===== config.mk =====
export PLATFORM = sky130hd
export DESIGN_NAME = vn2c_hash_lane
export DESIGN_NICKNAME = d
export VERILOG_FILES = /design/src/design/vn2c_pkg.sv /design/src/design/vn2c_hash_lane.sv
export SDC_FILE = /design/constraint.sdc
export NUM_CORES = 2
export LEC_CHECK = 0
export BUFFER_PORTS_ARGS = -buffer_cell sky130_fd_sc_hd__buf_4
export CAP_MARGIN = 20
export CORE_MARGIN = 3
export CORE_UTILIZATION = 60
export DETAILED_ROUTE_END_ITERATION = 10
export GPL_TIMING_DRIVEN = 0
export PLACE_DENSITY = 0.88
export SYNTH_ARGS = -nofsm -noshare
export SYNTH_HDL_FRONTEND = slang
export SYNTH_SLANG_ARGS = --single-unit

===== constraint.sdc =====
create_clock -name clk -period 10.8 [get_ports clk]
set_input_delay 2.16 -clock clk [delete_from_list [all_inputs] [get_ports clk]]
set_output_delay 2.16 -clock clk [all_outputs]
set_load 0.1 [all_outputs]

===== src/design/vn2c_pkg.sv =====
// shared types, constants and the blend weight function for the value noise block
package vn2c_pkg;

	localparam int unsigned DATA_W   = 32;
	localparam int unsigned WEIGHT_W = 17;
	localparam int unsigned SMOOTH_W = 36;
	localparam int unsigned OUT_W    = 18;

	localparam logic [31:0] HASH_MUL_A = 32'd15731;
	localparam logic [31:0] HASH_MUL_B = 32'd789221;
	localparam logic [31:0] HASH_ADD   = 32'd6871;
	localparam logic signed [31:0] LAT_ONE = 32'sh4000_0000;

	localparam logic [63:0] PI_Q30 = 64'd3373259426;
	localparam logic [63:0] TERM_DIV [1:7] = '{64'd6, 64'd20, 64'd42, 64'd72, 64'd110,
		64'd156, 64'd210};

	localparam logic [0:0] REG_SEED_A = 1'b0;
	localparam logic [0:0] REG_SEED_B = 1'b1;

	typedef struct packed {
		logic s3;
		logic s4;
		logic s5;
		logic s6;
	} hash_en_t;

	// sin^2(pi*k/2^(tbits+1)) in Q16 by a truncated taylor series
	function automatic logic [WEIGHT_W-1:0] blend_weight(input logic [31:0] k,
		input int unsigned tbits);
		logic [63:0] th;
		logic [63:0] t;
		logic [63:0] s;
		logic [63:0] p;
		th = (PI_Q30 * {32'd0, k}) >> (tbits + 1);
		t = th;
		s = th;
		for (int m = 1; m <= 7; m++) begin
			t = (t * th) >> 30;
			t = (t * th) >> 30;
			t = t / TERM_DIV[m];
			if ((m & 1) == 1) begin
				s = (s >= t) ? s - t : 64'd0;
			end else begin
				s = s + t;
			end
		end
		if (s > 64'h4000_0000) begin
			s = 64'h4000_0000;
		end
		p = s * s + (64'd1 << 43);
		return p[60:44];
	endfunction

endpackage


===== src/design/vn2c_hash_lane.sv =====
// one lattice point: integer hash pipeline giving the q30 lattice value
module vn2c_hash_lane (
	input  logic                   clk,
	input  vn2c_pkg::hash_en_t     en,
	input  logic [31:0]            v_in,
	output logic signed [31:0]     lat_s6
);

	logic [31:0] v_s3;
	logic [31:0] v_s4;
	logic [31:0] sq_s4;
	logic [31:0] v_s5;
	logic [31:0] p_s5;
	logic [31:0] h;

	assign h = v_s5 * p_s5 + vn2c_pkg::HASH_ADD;

	always_ff @(posedge clk) begin
		if (en.s3) begin
			v_s3 <= v_in;
		end
		if (en.s4) begin
			v_s4  <= v_s3;
			sq_s4 <= v_s3 * v_s3;
		end
		if (en.s5) begin
			v_s5 <= v_s4;
			p_s5 <= sq_s4 * vn2c_pkg::HASH_MUL_B + vn2c_pkg::HASH_MUL_A;
		end
		if (en.s6) begin
			lat_s6 <= vn2c_pkg::LAT_ONE - signed'({1'b0, h[30:0]});
		end
	end

endmodule


# [Word level (Yosys, flattened, before mapping)]
# Index checks and enable logic that the tools add are counted.
[word_totals] mem_bits_rw=0 memories=0 latchBits=0 regBits=192 mem_bits_ro=0
[classes] magnitude_cmp=0 n_div=0 bitwise=0 n_addsub=3 n_mux=0 reduce_logical=0 eq_ne=0 shifts=0 n_mul=3
[ops] op="32-bit by 14-bit adder with 32-bit output, second input constant" count=1
[ops] op="32-bit by 20-bit multiplier with 32-bit output, second input constant" count=1
[ops] op="32-bit by 32-bit multiplier with 31-bit output" count=1
[ops] op="32-bit by 32-bit multiplier with 32-bit output" count=1
[ops] op="31-bit by 31-bit subtractor with 32-bit output, first input constant" count=1
[ops] op="31-bit by 13-bit adder with 31-bit output, second input constant" count=1

# [Longest topological paths before layout]
[logic_depth] word_depth=3 depth_mapped=32

# [Worst setup path before layout]
# Ideal clock, no wire load.
[synth_timing] kind="register to register" from="reg p_s5[1]" to="reg lat_s6[27], data pin" arrival_ns=7.316 stages_incl_launch_ff=31 path_slack_ns=3.221 cell_sequence="edfxtp_1 > clkbuf_1 > clkbuf_1 > nand2_1 > inv_1 > fa_1 > inv_1 > fa_1 > inv_1 > ha_1 > inv_1 > fa_1 > inv_1 > fa_1 > inv_1 > fa_1 > inv_1 > fa_1 > inv_1 > fa_1 > inv_1 > ha_1 > nand2_1 > or3_1 > o211ai_1 > o21ai_0 > xor2_1 > nand3_1 > nor3_2 > mux2i_1 > xor2_1"
[synth_between] elab_chain_len=3
[synth_lines] item="start: declaration" line_no="vn2c_hash_lane.sv:13" source="logic [31:0] p_s5;"
[synth_lines] item="start signal: assignment" line_no="vn2c_hash_lane.sv:28" source="p_s5 <= sq_s4 * vn2c_pkg::HASH_MUL_B + vn2c_pkg::HASH_MUL_A;"
[synth_lines] item="32-bit by 32-bit multiplier with 31-bit output" line_no="vn2c_hash_lane.sv:16" source="assign h = v_s5 * p_s5 + vn2c_pkg::HASH_ADD;"
[synth_lines] item="31-bit by 13-bit adder with 31-bit output" line_no="vn2c_hash_lane.sv:16"
[synth_lines] item="31-bit by 31-bit subtractor with 32-bit output" line_no="vn2c_hash_lane.sv:31" source="lat_s6 <= vn2c_pkg::LAT_ONE - signed'({1'b0, h[30:0]});"
[synth_lines] item="end signal: assignment" line_no="vn2c_hash_lane.sv:31"
[synth_lines] item="end: declaration" line_no="vn2c_hash_lane.sv:6" source="output logic signed [31:0] lat_s6"
# Every way passes these cells.
# A chain may end at the register's enable or synchronous reset.

# [Final worst setup path]
[layout_timing] from="reg p_s5[1]" to="reg lat_s6[31], data pin"
# Same word-level chain as after synthesis.

==> impl_metrics.toml <==
[status]
status = "finished, violations left"
violations = "design-rule violations"

[worst_hold_path]
hold_depth = 0
min_from = "v_s4[22]"
holdPathEnd = "v_s5[22]"
hp-class = "reg2reg"

[detailed_routing]
routedWlPerCell_um = 20.53
totalWireLength_mm = 104.7
drtIter0Drc = 2009
remaining_drc_errors = 2
dr.pass1.iters = 8
postRouteAntennaNets = 0
route.vias.total = 28350
viasPerCell = 5.558

[synth]
synth_top_cell_by_area = "fa_1"
yosys_warnings = 0
synth-edff-count = 184
synth_compound_area_frac = 0.03422
synthTopCellsByCount = "1,204 x inv_1, 865 x fa_1, 414 x ha_1"
avgSynthCellArea_um2 = 9.923
ys_seq_area_frac = 0.1352
synthXorXnorAreaFrac = 0.04542
synth.distinct_cells = 65
async_flop_share = 0
yosys.area.top_type_share = 0.4236
synth-seq-cells = 184
synthMuxAreaShare = 0.001500
synth_most_common_cell = "inv_1"
netlist_top_cells_area = "fa_1 42%, edfxtp_1 14%, ha_1 13%, inv_1 11%, and2_1 5.4%"
syn_area_um2 = 40880
synth_top_family_by_area = "adder cells"
post_synth_and_or_nand_nor_area_fraction = 0.1119
synth_cells = 4120
synthAdderAreaFrac = 0.5503
ys.flop_type = "edfxtp_1"

[setup_path]
endpoint_kind = "register"
critPathArrivalTime_ns = 9.29
r2r-end = "lat_s6[31]"
crit_type = "reg2reg"
start_kind = "register"
r2r_slack_ns = 1.72
r2r_start = "p_s5[1]"
critPathMaxFanout = 10
ff2ff_path_depth = 26
required_ns = 11.01

[sta]
min_period_over_period = 0.8403
rsz0062_at_grt = "false"
tightest_slew_ns = 1.075
min_period_ns = 9.076
setup_viol_count_final = 0
fmax_mhz = 110.2
finalSetupTns_ns = 0
relSlewSlack = 0.2835
final-hold-violation-count = 0
finalClockSkew_ns = 0.01488
drv_slew = 0

[floorplan]
start_util = 0.6077
fp.dieH_um = 267.0
ios = 69
die_w_um = 267.0
rows = 95
die_area_um2 = 71310
core_um2 = 67280

[clock_tree]
cts_resized = 0
cts.sinks = 184
h-tree-depth = 4
insertion_delay_ns = 0.49
clockBufferDepth = 2
clk_pin_slew_ns = 0.09
numCtsBuffers = 17
cts_setup_buffers = 0
postCtsHoldBufs = 0
tritoncts = "built"
clockRootBuffer = "clkbuf_16"

[place]
portBuffers = 67
place_hpwl_mm = 86.76
place_area_um2 = 42500
gp_congestion = 0.9969

[layout]
nets = 5527
design_area_um2 = 43110
drive_gt1_frac = 0.02983
final_util = 0.6408
synthToLayoutAreaGrowth_pct = 5.454

[grt]
grt_usage = 0.3120
overflow = 0
antenna_found_initial = 3
first_global_vias = 31870
grt_pass1_wl_mm = 168.4
grt_max_degree = 62

[run]
maxCapViolations = 0
-- how the worst max path moves through the flow --
stage / startpoint / to / slack (ns) / cells after the start
after global routing: p_s5[1] / lat_s6[27] / 1.32 / 26
after global placement: p_s5[1] / lat_s6[27] / 1.90 / 26
final: p_s5[1] / lat_s6[31] / 1.72 / 26
after floorplan: p_s5[1] / lat_s6[27] / 3.22 / 30
after detailed placement: v_s5[10] / lat_s6[27] / 1.81 / 27
after CTS: v_s5[10] / lat_s6[27] / 1.81 / 27
-- sequential cells by signal (all words and copies together) (netlist names) --
signal and cells:
v_s3 31, v_s5 31, p_s5 30, lat_s6 32
v_s4 31, sq_s4 29
-- worst max-delay path, stage by stage (launching register included) --
cell	delay, ns
edfxtp_1	0.39
clkbuf_1	0.60
clkbuf_1	0.62
nand2_1	0.26
fa_1	0.59
inv_1	0.05
fa_1	0.47
ha_1	0.29
inv_1	0.05
fa_1	0.54
inv_1	0.06
fa_1	0.48
fa_1	0.46
fa_1	0.51
inv_1	0.05
fa_1	0.49
inv_1	0.05
ha_1	0.37
nand3_1	0.14
or3_1	0.40
o211ai_1	0.52
a31oi_1	0.26
o31ai_1	0.30
a221o_1	0.22
nand3_1	0.14
nor4_2	0.37
a21boi_0	0.14
-- per-layer routing --
metal  GRT usage  vias up  share of wire
met4      0.1949        6          0.075
met5           0        -        0.00043
met3     0.08177      476          0.095
met1      0.3669    14160           0.35
li1            -    12280              -
met2      0.5137     1438           0.48
-- layout by cell type, fill, tap and decap left out, types with 17 or more instances in the layout --
master and n:
a21oi_1 60, nand2_1 382, nor3_1 18, o21ai_0 32, inv_1 1204, nor2_1 55
edfxtp_1 184, buf_4 68, and2_1 353, clkbuf_1 113, xor2_1 56, xnor2_1 156
fa_1 865, clkbuf_16 17, nand3_1 22, ha_1 414, a21o_1 29
-- cell families (layout without fill, tap and decap cells) --
kind of cell               Yosys count  in the layout
buffers and inverters             1320           1419
adders and majority gates         1279           1279
and+or+nand+nor                    905            905
AOI/OAI and AO/OA                  212            212
xor gates and xnor gates           212            212
DFF                                184            184
muxes                                6              6
other                                2             11
-- cell type report --
type                            instances  area, um2
Clock buffer                           17      425.4
Multi-Input combinational cell       2621      30410
Clock inverter                         15      180.2
Tap cell                              873       1092
Fill cell                            4960      24170
Inverter                             1204       4519
Antenna cell                            4      10.01
Timing Repair Buffer                   67      503.0
Buffer                                116      441.7
Sequential cell                       184       5525
-- per-stage QoR --
step / cells / setup slack, ns / hold slack (ns)
6_report: 5101 / 1.724 / 0.4140
2_1_floorplan: 4125 / 3.221 / 0.4003
3_3_place_gp: 5065 / 1.898 / 0.4007
4_1_cts: 5097 / 1.815 / 0.4195
5_1_grt: 5097 / 1.315 / 0.4285
3_5_place_dp: 5065 / 1.811 / 0.4045
Power is left out: the tool's default activity adds up to more than one toggle a clock period on the data nets, which glitch-free logic cannot reach.
