[config.mk]
export PLATFORM = sky130hd
export DESIGN_NAME = vn2c_blend
export DESIGN_NICKNAME = d
export VERILOG_FILES = /design/src/design/vn2c_pkg.sv /design/src/design/vn2c_blend.sv
export SDC_FILE = /design/constraint.sdc
export NUM_CORES = 2
export LEC_CHECK = 0
export BUFFER_PORTS_ARGS = -buffer_cell sky130_fd_sc_hd__buf_4
export CAP_MARGIN = 15
export CORE_UTILIZATION = 40
export DETAILED_ROUTE_END_ITERATION = 6
export PLACE_DENSITY_LB_ADDON = 0.25
export REMOVE_ABC_BUFFERS = 1
export SYNTH_ARGS = -nofsm -noshare
export SYNTH_HDL_FRONTEND = slang
export SYNTH_SLANG_ARGS = --single-unit
export TNS_END_PERCENT = 20
[constraint.sdc]
create_clock -name vclk -period 15.19
set_input_delay 3.038 -clock vclk [all_inputs]
set_output_delay 3.038 -clock vclk [all_outputs]
set_load 0.02 [all_outputs]
[src/design/vn2c_pkg.sv]
// shared types, constants and the blend weight function for the value noise block
package vn2c_pkg;

	localparam int unsigned DATA_W   = 32;
	localparam int unsigned WEIGHT_W = 17;
	localparam int unsigned SMOOTH_W = 36;
	localparam int unsigned OUT_W    = 18;

	localparam logic [31:0] HASH_MUL_A = 32'd15731;
	localparam logic [31:0] HASH_MUL_B = 32'd789221;
	localparam logic [31:0] HASH_ADD   = 32'd6871;
	localparam logic signed [31:0] LAT_ONE = 32'sh4000_0000;

	localparam logic [63:0] PI_Q30 = 64'd3373259426;
	localparam logic [63:0] TERM_DIV [1:7] = '{64'd6, 64'd20, 64'd42, 64'd72, 64'd110,
		64'd156, 64'd210};

	localparam logic [0:0] REG_SEED_A = 1'b0;
	localparam logic [0:0] REG_SEED_B = 1'b1;

	typedef struct packed {
		logic s3;
		logic s4;
		logic s5;
		logic s6;
	} hash_en_t;

	// sin^2(pi*k/2^(tbits+1)) in Q16 by a truncated taylor series
	function automatic logic [WEIGHT_W-1:0] blend_weight(input logic [31:0] k,
		input int unsigned tbits);
		logic [63:0] th;
		logic [63:0] t;
		logic [63:0] s;
		logic [63:0] p;
		th = (PI_Q30 * {32'd0, k}) >> (tbits + 1);
		t = th;
		s = th;
		for (int m = 1; m <= 7; m++) begin
			t = (t * th) >> 30;
			t = (t * th) >> 30;
			t = t / TERM_DIV[m];
			if ((m & 1) == 1) begin
				s = (s >= t) ? s - t : 64'd0;
			end else begin
				s = s + t;
			end
		end
		if (s > 64'h4000_0000) begin
			s = 64'h4000_0000;
		end
		p = s * s + (64'd1 << 43);
		return p[60:44];
	endfunction

endpackage

[src/design/vn2c_blend.sv]
// linear blend a*(1-w) + b*w in q34, floored
module vn2c_blend (
	input  logic signed [vn2c_pkg::SMOOTH_W-1:0] a,
	input  logic signed [vn2c_pkg::SMOOTH_W-1:0] b,
	input  logic [vn2c_pkg::WEIGHT_W-1:0]        w,
	output logic signed [vn2c_pkg::SMOOTH_W-1:0] y
);

	localparam int DW = vn2c_pkg::SMOOTH_W + 1;
	localparam int PW = DW + vn2c_pkg::WEIGHT_W + 1;

	logic signed [DW-1:0] diff;
	logic signed [PW-1:0] prod;
	logic signed [PW-1:0] total;

	always_comb begin
		diff  = DW'(b) - DW'(a);
		prod  = PW'(diff) * PW'(signed'({1'b0, w}));
		total = (PW'(a) <<< 16) + prod;
		y     = vn2c_pkg::SMOOTH_W'(total >>> 16);
	end

endmodule

# After elaboration in Yosys (flattened, before gate mapping)
# Index checks and enable logic that the tools add are counted.
[totals] inputBits=89 ff_bits=0 ramBits=0 word_cells=3 latch_bits=0 mem_bits_ro=0 memories=0
[classes] n_div=0 bitwise=0 shifts=0 muxes=0 add_sub_neg=2 mul=1 eq_ne=0 reduce_logical=0 magnitude_cmp=0
[op_table] operator="adder 52 bit" n=1
[op_table] operator="multiplier 37 x 18 -> 52 bit" n=1
[op_table] operator="subtractor 36 x 36 -> 37 bit" n=1

# Longest topological paths before layout
[logic_depth] ltp_word=3 ltp_mapped=36

# Least setup slack after synthesis
# Ideal clock, no wire load.
[synth_timing] path_type="input-to-output" from="input a[4] (netlist name)" to="output y[21] (netlist name)" n_path_buf=1 arrival_ps=11283 cell_stages=32 path_slack_ps=869 cell_sequence="inv_1 ha_1 a21o_1 a311o_1 a2111oi_4 o31ai_1 a21oi_1 o21a_1 o21ai_1 xor2_1 buf_2 and2_1 fa_1 fa_1 inv_1 fa_1 inv_1 fa_1 fa_1 inv_1 fa_1 inv_1 ha_1 a21o_1 a21oi_1 o21a_1 o31a_1 a21boi_1 o21a_1 o2111a_1 or2_2 o311ai_0"
[synth_between] elab_chain_len=3
[synth_rtl] element="from (decl)" line_no="vn2c_blend.sv:3" text="input logic signed [vn2c_pkg::SMOOTH_W-1:0] a,"
[synth_rtl] element="subtractor 36 x 36 -> 37 bit" line_no="vn2c_blend.sv:17" text="diff = DW'(b) - DW'(a);"
[synth_rtl] element="multiplier 37 x 18 -> 52 bit" line_no="vn2c_blend.sv:18" text="prod = PW'(diff) * PW'(signed'({1'b0, w}));"
[synth_rtl] element="adder 52 bit *" line_no="vn2c_blend.sv:19" text="total = (PW'(a) <<< 16) + prod;"
[synth_rtl] element="to (decl)" line_no="vn2c_blend.sv:6" text="output logic signed [vn2c_pkg::SMOOTH_W-1:0] y"
# Every way passes the cells marked *; elsewhere a longest branch is shown, timed or not.

# Worst setup path after layout
[layout_timing] from="input a[17] (netlist name)" to="output y[31] (netlist name)"
# Same word-level chain as after synthesis.

==> metrics list <==
- The library cells used most frequently in the layout, excluding fill and tap cells, are sky130_fd_sc_hd__inv_1, sky130_fd_sc_hd__fa_1, sky130_fd_sc_hd__nand2_1.
* Worst slack at placement: -0.248 ns
- STA puts the critical path data required time at 12.15 ns.
* DP HPWL: 57800 um
- Count of sequential standard cells: 0
- Routability-driven placement finished with a final weighted congestion of 0.903.
- The path class of the tightest hold or removal check is input pin to primary output.
- Share of the cycle needed by the critical path after routing: 98.1%
* Final routed wire length divided by cell count: 19.2 um
* Worst Setup Start Kind: input pin
- For hold timing, the worst endpoint is y[35].
- In this run the biggest area consumer among cell types represents 51.3% of the synthesized area.
- Fmax: 67.1 MHz
- Run status: completed
- Buffers inserted to repair hold after CTS numbered 0.
- In the routed layout, each cell is associated on average with a via count of 5.07.
* Total wirelength of the detailed-routed design: 69600 um
* Vertical die dimension: 246 um
- Slew at the pin closest to its max-slew limit: 0.891 ns
- Data arrives at the worst endpoint at 11.87 ns.
- Cell mode on critical path: sky130_fd_sc_hd__fa_1
* Vias: 18300
- Synthesized instance count: 2748
* Most common cell after layout, fill and taps aside: sky130_fd_sc_hd__inv_1
* Shortest clock period the worst path allows after layout: 14.91 ns
- The detail route stage leaves a number of antenna-violating nets equal to 0.
- The initialized floorplan defines 89 standard-cell rows.
- After synthesis, flip-flops and latches occupy 0% of the total area.
* Setup WS post-layout: 0.282 ns
* Port-buffer cells: 125
- Total grt overflow: 0
- After detailed routing, the number of remaining DRC violations is 0.
* Highest fanout seen on the critical path: 8
- Setup repair after global routing could not meet its margin everywhere.
- Proportion of layout cells with a drive suffix above 1: 9.18%
- By startpoint and endpoint, the worst setup path is classified as input pin to primary output.
* Width of the die: 246 um
- Final layout net count: 3711
- After floorplanning, the core was sized to cover 58900 um2.
- Final hold vios: 0
* Max-slew violation count: 0
* Worst rel slew slack: 40.6%
- The number of antenna violations at the first check in global routing is 0.
- Register cell area after layout: 0 um2
- On the critical path, the stage with the largest delay is an instance of sky130_fd_sc_hd__fa_1.
- Boundary pin count: 125
- Total die area: 60500 um2
- In the global route stage, overall resource usage came out at 24.0%.
* Number of unique standard cell types used by synthesis: 69
- From synthesis to final layout, the design area changed by 9.97%.
- Maximum single-stage delay on the critical path: 0.57 ns
* Largest area contributor in the netlist: sky130_fd_sc_hd__fa_1
* Synth area leaders: sky130_fd_sc_hd__fa_1, sky130_fd_sc_hd__inv_1, sky130_fd_sc_hd__ha_1
- Entering global routing, the biggest net connects 39 pins.
* Starting utilization of the core area: 40.4%
- Synthesized area per cell: 8.66 um2
- Ys Warns: 0
* Max cap viols: 0
* Number of global-route vias before repair: 20400
- The layout has 0 clock buffers.
- Initial DRC count: 990
- The worst hold path was traced through 7 stages.
* Number of fill cells in the layout: 5811
- Setup violation total in the final timing report: 0
* Hold path startpoint: b[35]
* Wire length of the first global-routing pass: 112000 um
* First-pass iteration count of the detailed router: 7
- The synthesized netlist occupies a cell area of 23800 um2.
- Element type at the critical path end: primary output
[layout make-up]
type               count  area, um2  area share, %
inverters            783       2940           11.2
well taps            773        967           3.69
repair buffers       207       1580           6.03
multi-input cells   1854      20700           79.0
diodes                 1       2.50        0.00956
[metal layers]
layer / vias to the layer above / track usage (%) / part of all wire (%)
li1: 8211 / - / -
met2: 622 / 40.9 / 48
met1: 9377 / 31.6 / 41
met3: 124 / 3.30 / 6.9
met5: - / 0 / 0
met4: 0 / 7.09 / 3.6
[synthesized netlist by cell type, types with 2 or more instances]
cell	count
sky130_fd_sc_hd__inv_1	782
sky130_fd_sc_hd__fa_1	610
sky130_fd_sc_hd__nand2_1	300
sky130_fd_sc_hd__and2_1	285
sky130_fd_sc_hd__ha_1	166
sky130_fd_sc_hd__clkbuf_1	102
sky130_fd_sc_hd__a21oi_1	50
sky130_fd_sc_hd__nor2_1	50
sky130_fd_sc_hd__xnor2_1	48
sky130_fd_sc_hd__nor3_1	41
sky130_fd_sc_hd__a21o_1	28
sky130_fd_sc_hd__a31oi_1	24
sky130_fd_sc_hd__nand3_1	24
sky130_fd_sc_hd__o21ai_0	22
sky130_fd_sc_hd__nor2b_1	21
sky130_fd_sc_hd__xor2_1	21
sky130_fd_sc_hd__nand2b_1	20
sky130_fd_sc_hd__and3_1	13
sky130_fd_sc_hd__o31ai_1	12
sky130_fd_sc_hd__nand4_1	10
sky130_fd_sc_hd__o21a_1	10
sky130_fd_sc_hd__a211oi_1	8
sky130_fd_sc_hd__buf_2	7
sky130_fd_sc_hd__o21bai_1	7
sky130_fd_sc_hd__or2_2	7
sky130_fd_sc_hd__o211ai_1	6
sky130_fd_sc_hd__o2111ai_1	5
sky130_fd_sc_hd__o21ai_1	5
sky130_fd_sc_hd__or3_1	4
sky130_fd_sc_hd__a211o_1	3
sky130_fd_sc_hd__buf_1	3
sky130_fd_sc_hd__nor4_1	3
sky130_fd_sc_hd__o2111a_1	3
sky130_fd_sc_hd__o311ai_0	3
sky130_fd_sc_hd__a2111o_1	2
sky130_fd_sc_hd__a21boi_0	2
sky130_fd_sc_hd__a21oi_2	2
sky130_fd_sc_hd__a221o_1	2
sky130_fd_sc_hd__a221oi_1	2
sky130_fd_sc_hd__a22o_1	2
sky130_fd_sc_hd__a311oi_1	2
sky130_fd_sc_hd__and4_1	2
sky130_fd_sc_hd__o31a_1	2
sky130_fd_sc_hd__or4_1	2
[critical path: cells and delay by family]
kind                       cells  cell delay (ns)
adders and majority gates      8             3.86
xor gates and xnor gates       1             0.15
AOI/OAI and AO/OA              8             1.96
and+or+nand+nor                9             2.03
buffers and inverters          8             0.83
[per-stage QoR]
stage	instance area, um2	util [%]	std cells	setup TNS, ns	hold WS [ns]
floorplan	23400	-	2636	0	6.66
global placement	25900	44.0	3611	-1.42	7.24
detailed placement	25900	44.0	3612	-1.87	7.22
CTS	26000	44.1	3612	0	7.24
global route	26200	44.4	3617	-0.0992	7.34
finish	26200	44.4	3618	0	7.26
[worst max-delay path by stage]
| stage | from | end | slack, ns | cells after the start |
|---|---|---|---|---|
| final | a[17] | y[31] | 0.28 | 34 |
| after global routing | a[6] | y[20] | -0.03 | 34 |
| after CTS | a[7] | y[34] | 0.02 | 34 |
| after detailed placement | a[7] | y[34] | -0.25 | 33 |
| after global placement | a[7] | y[35] | -0.21 | 33 |
| after floorplan | a[4] | y[21] | 0.76 | 31 |
[timing repair]
action	CTS	global route
pin swaps	0	11
buffers inserted	0	4
resized for setup	4	38
endpoints found under the setup margin	12	15
endpoints found under the hold margin	0	0
cloned	0	1
[cell families after synthesis]
kind of cell / Yosys count / share of synthesized area (%)
AO/OA/AOI/OAI: 215 / 6.23
multiplexers: 1 / 0.0420
buffers and inverters: 895 / 14.1
adder cells (fa/ha/maj): 776 / 60.0
AND/OR/NAND/NOR: 791 / 16.9
XOR/XNOR: 70 / 2.63
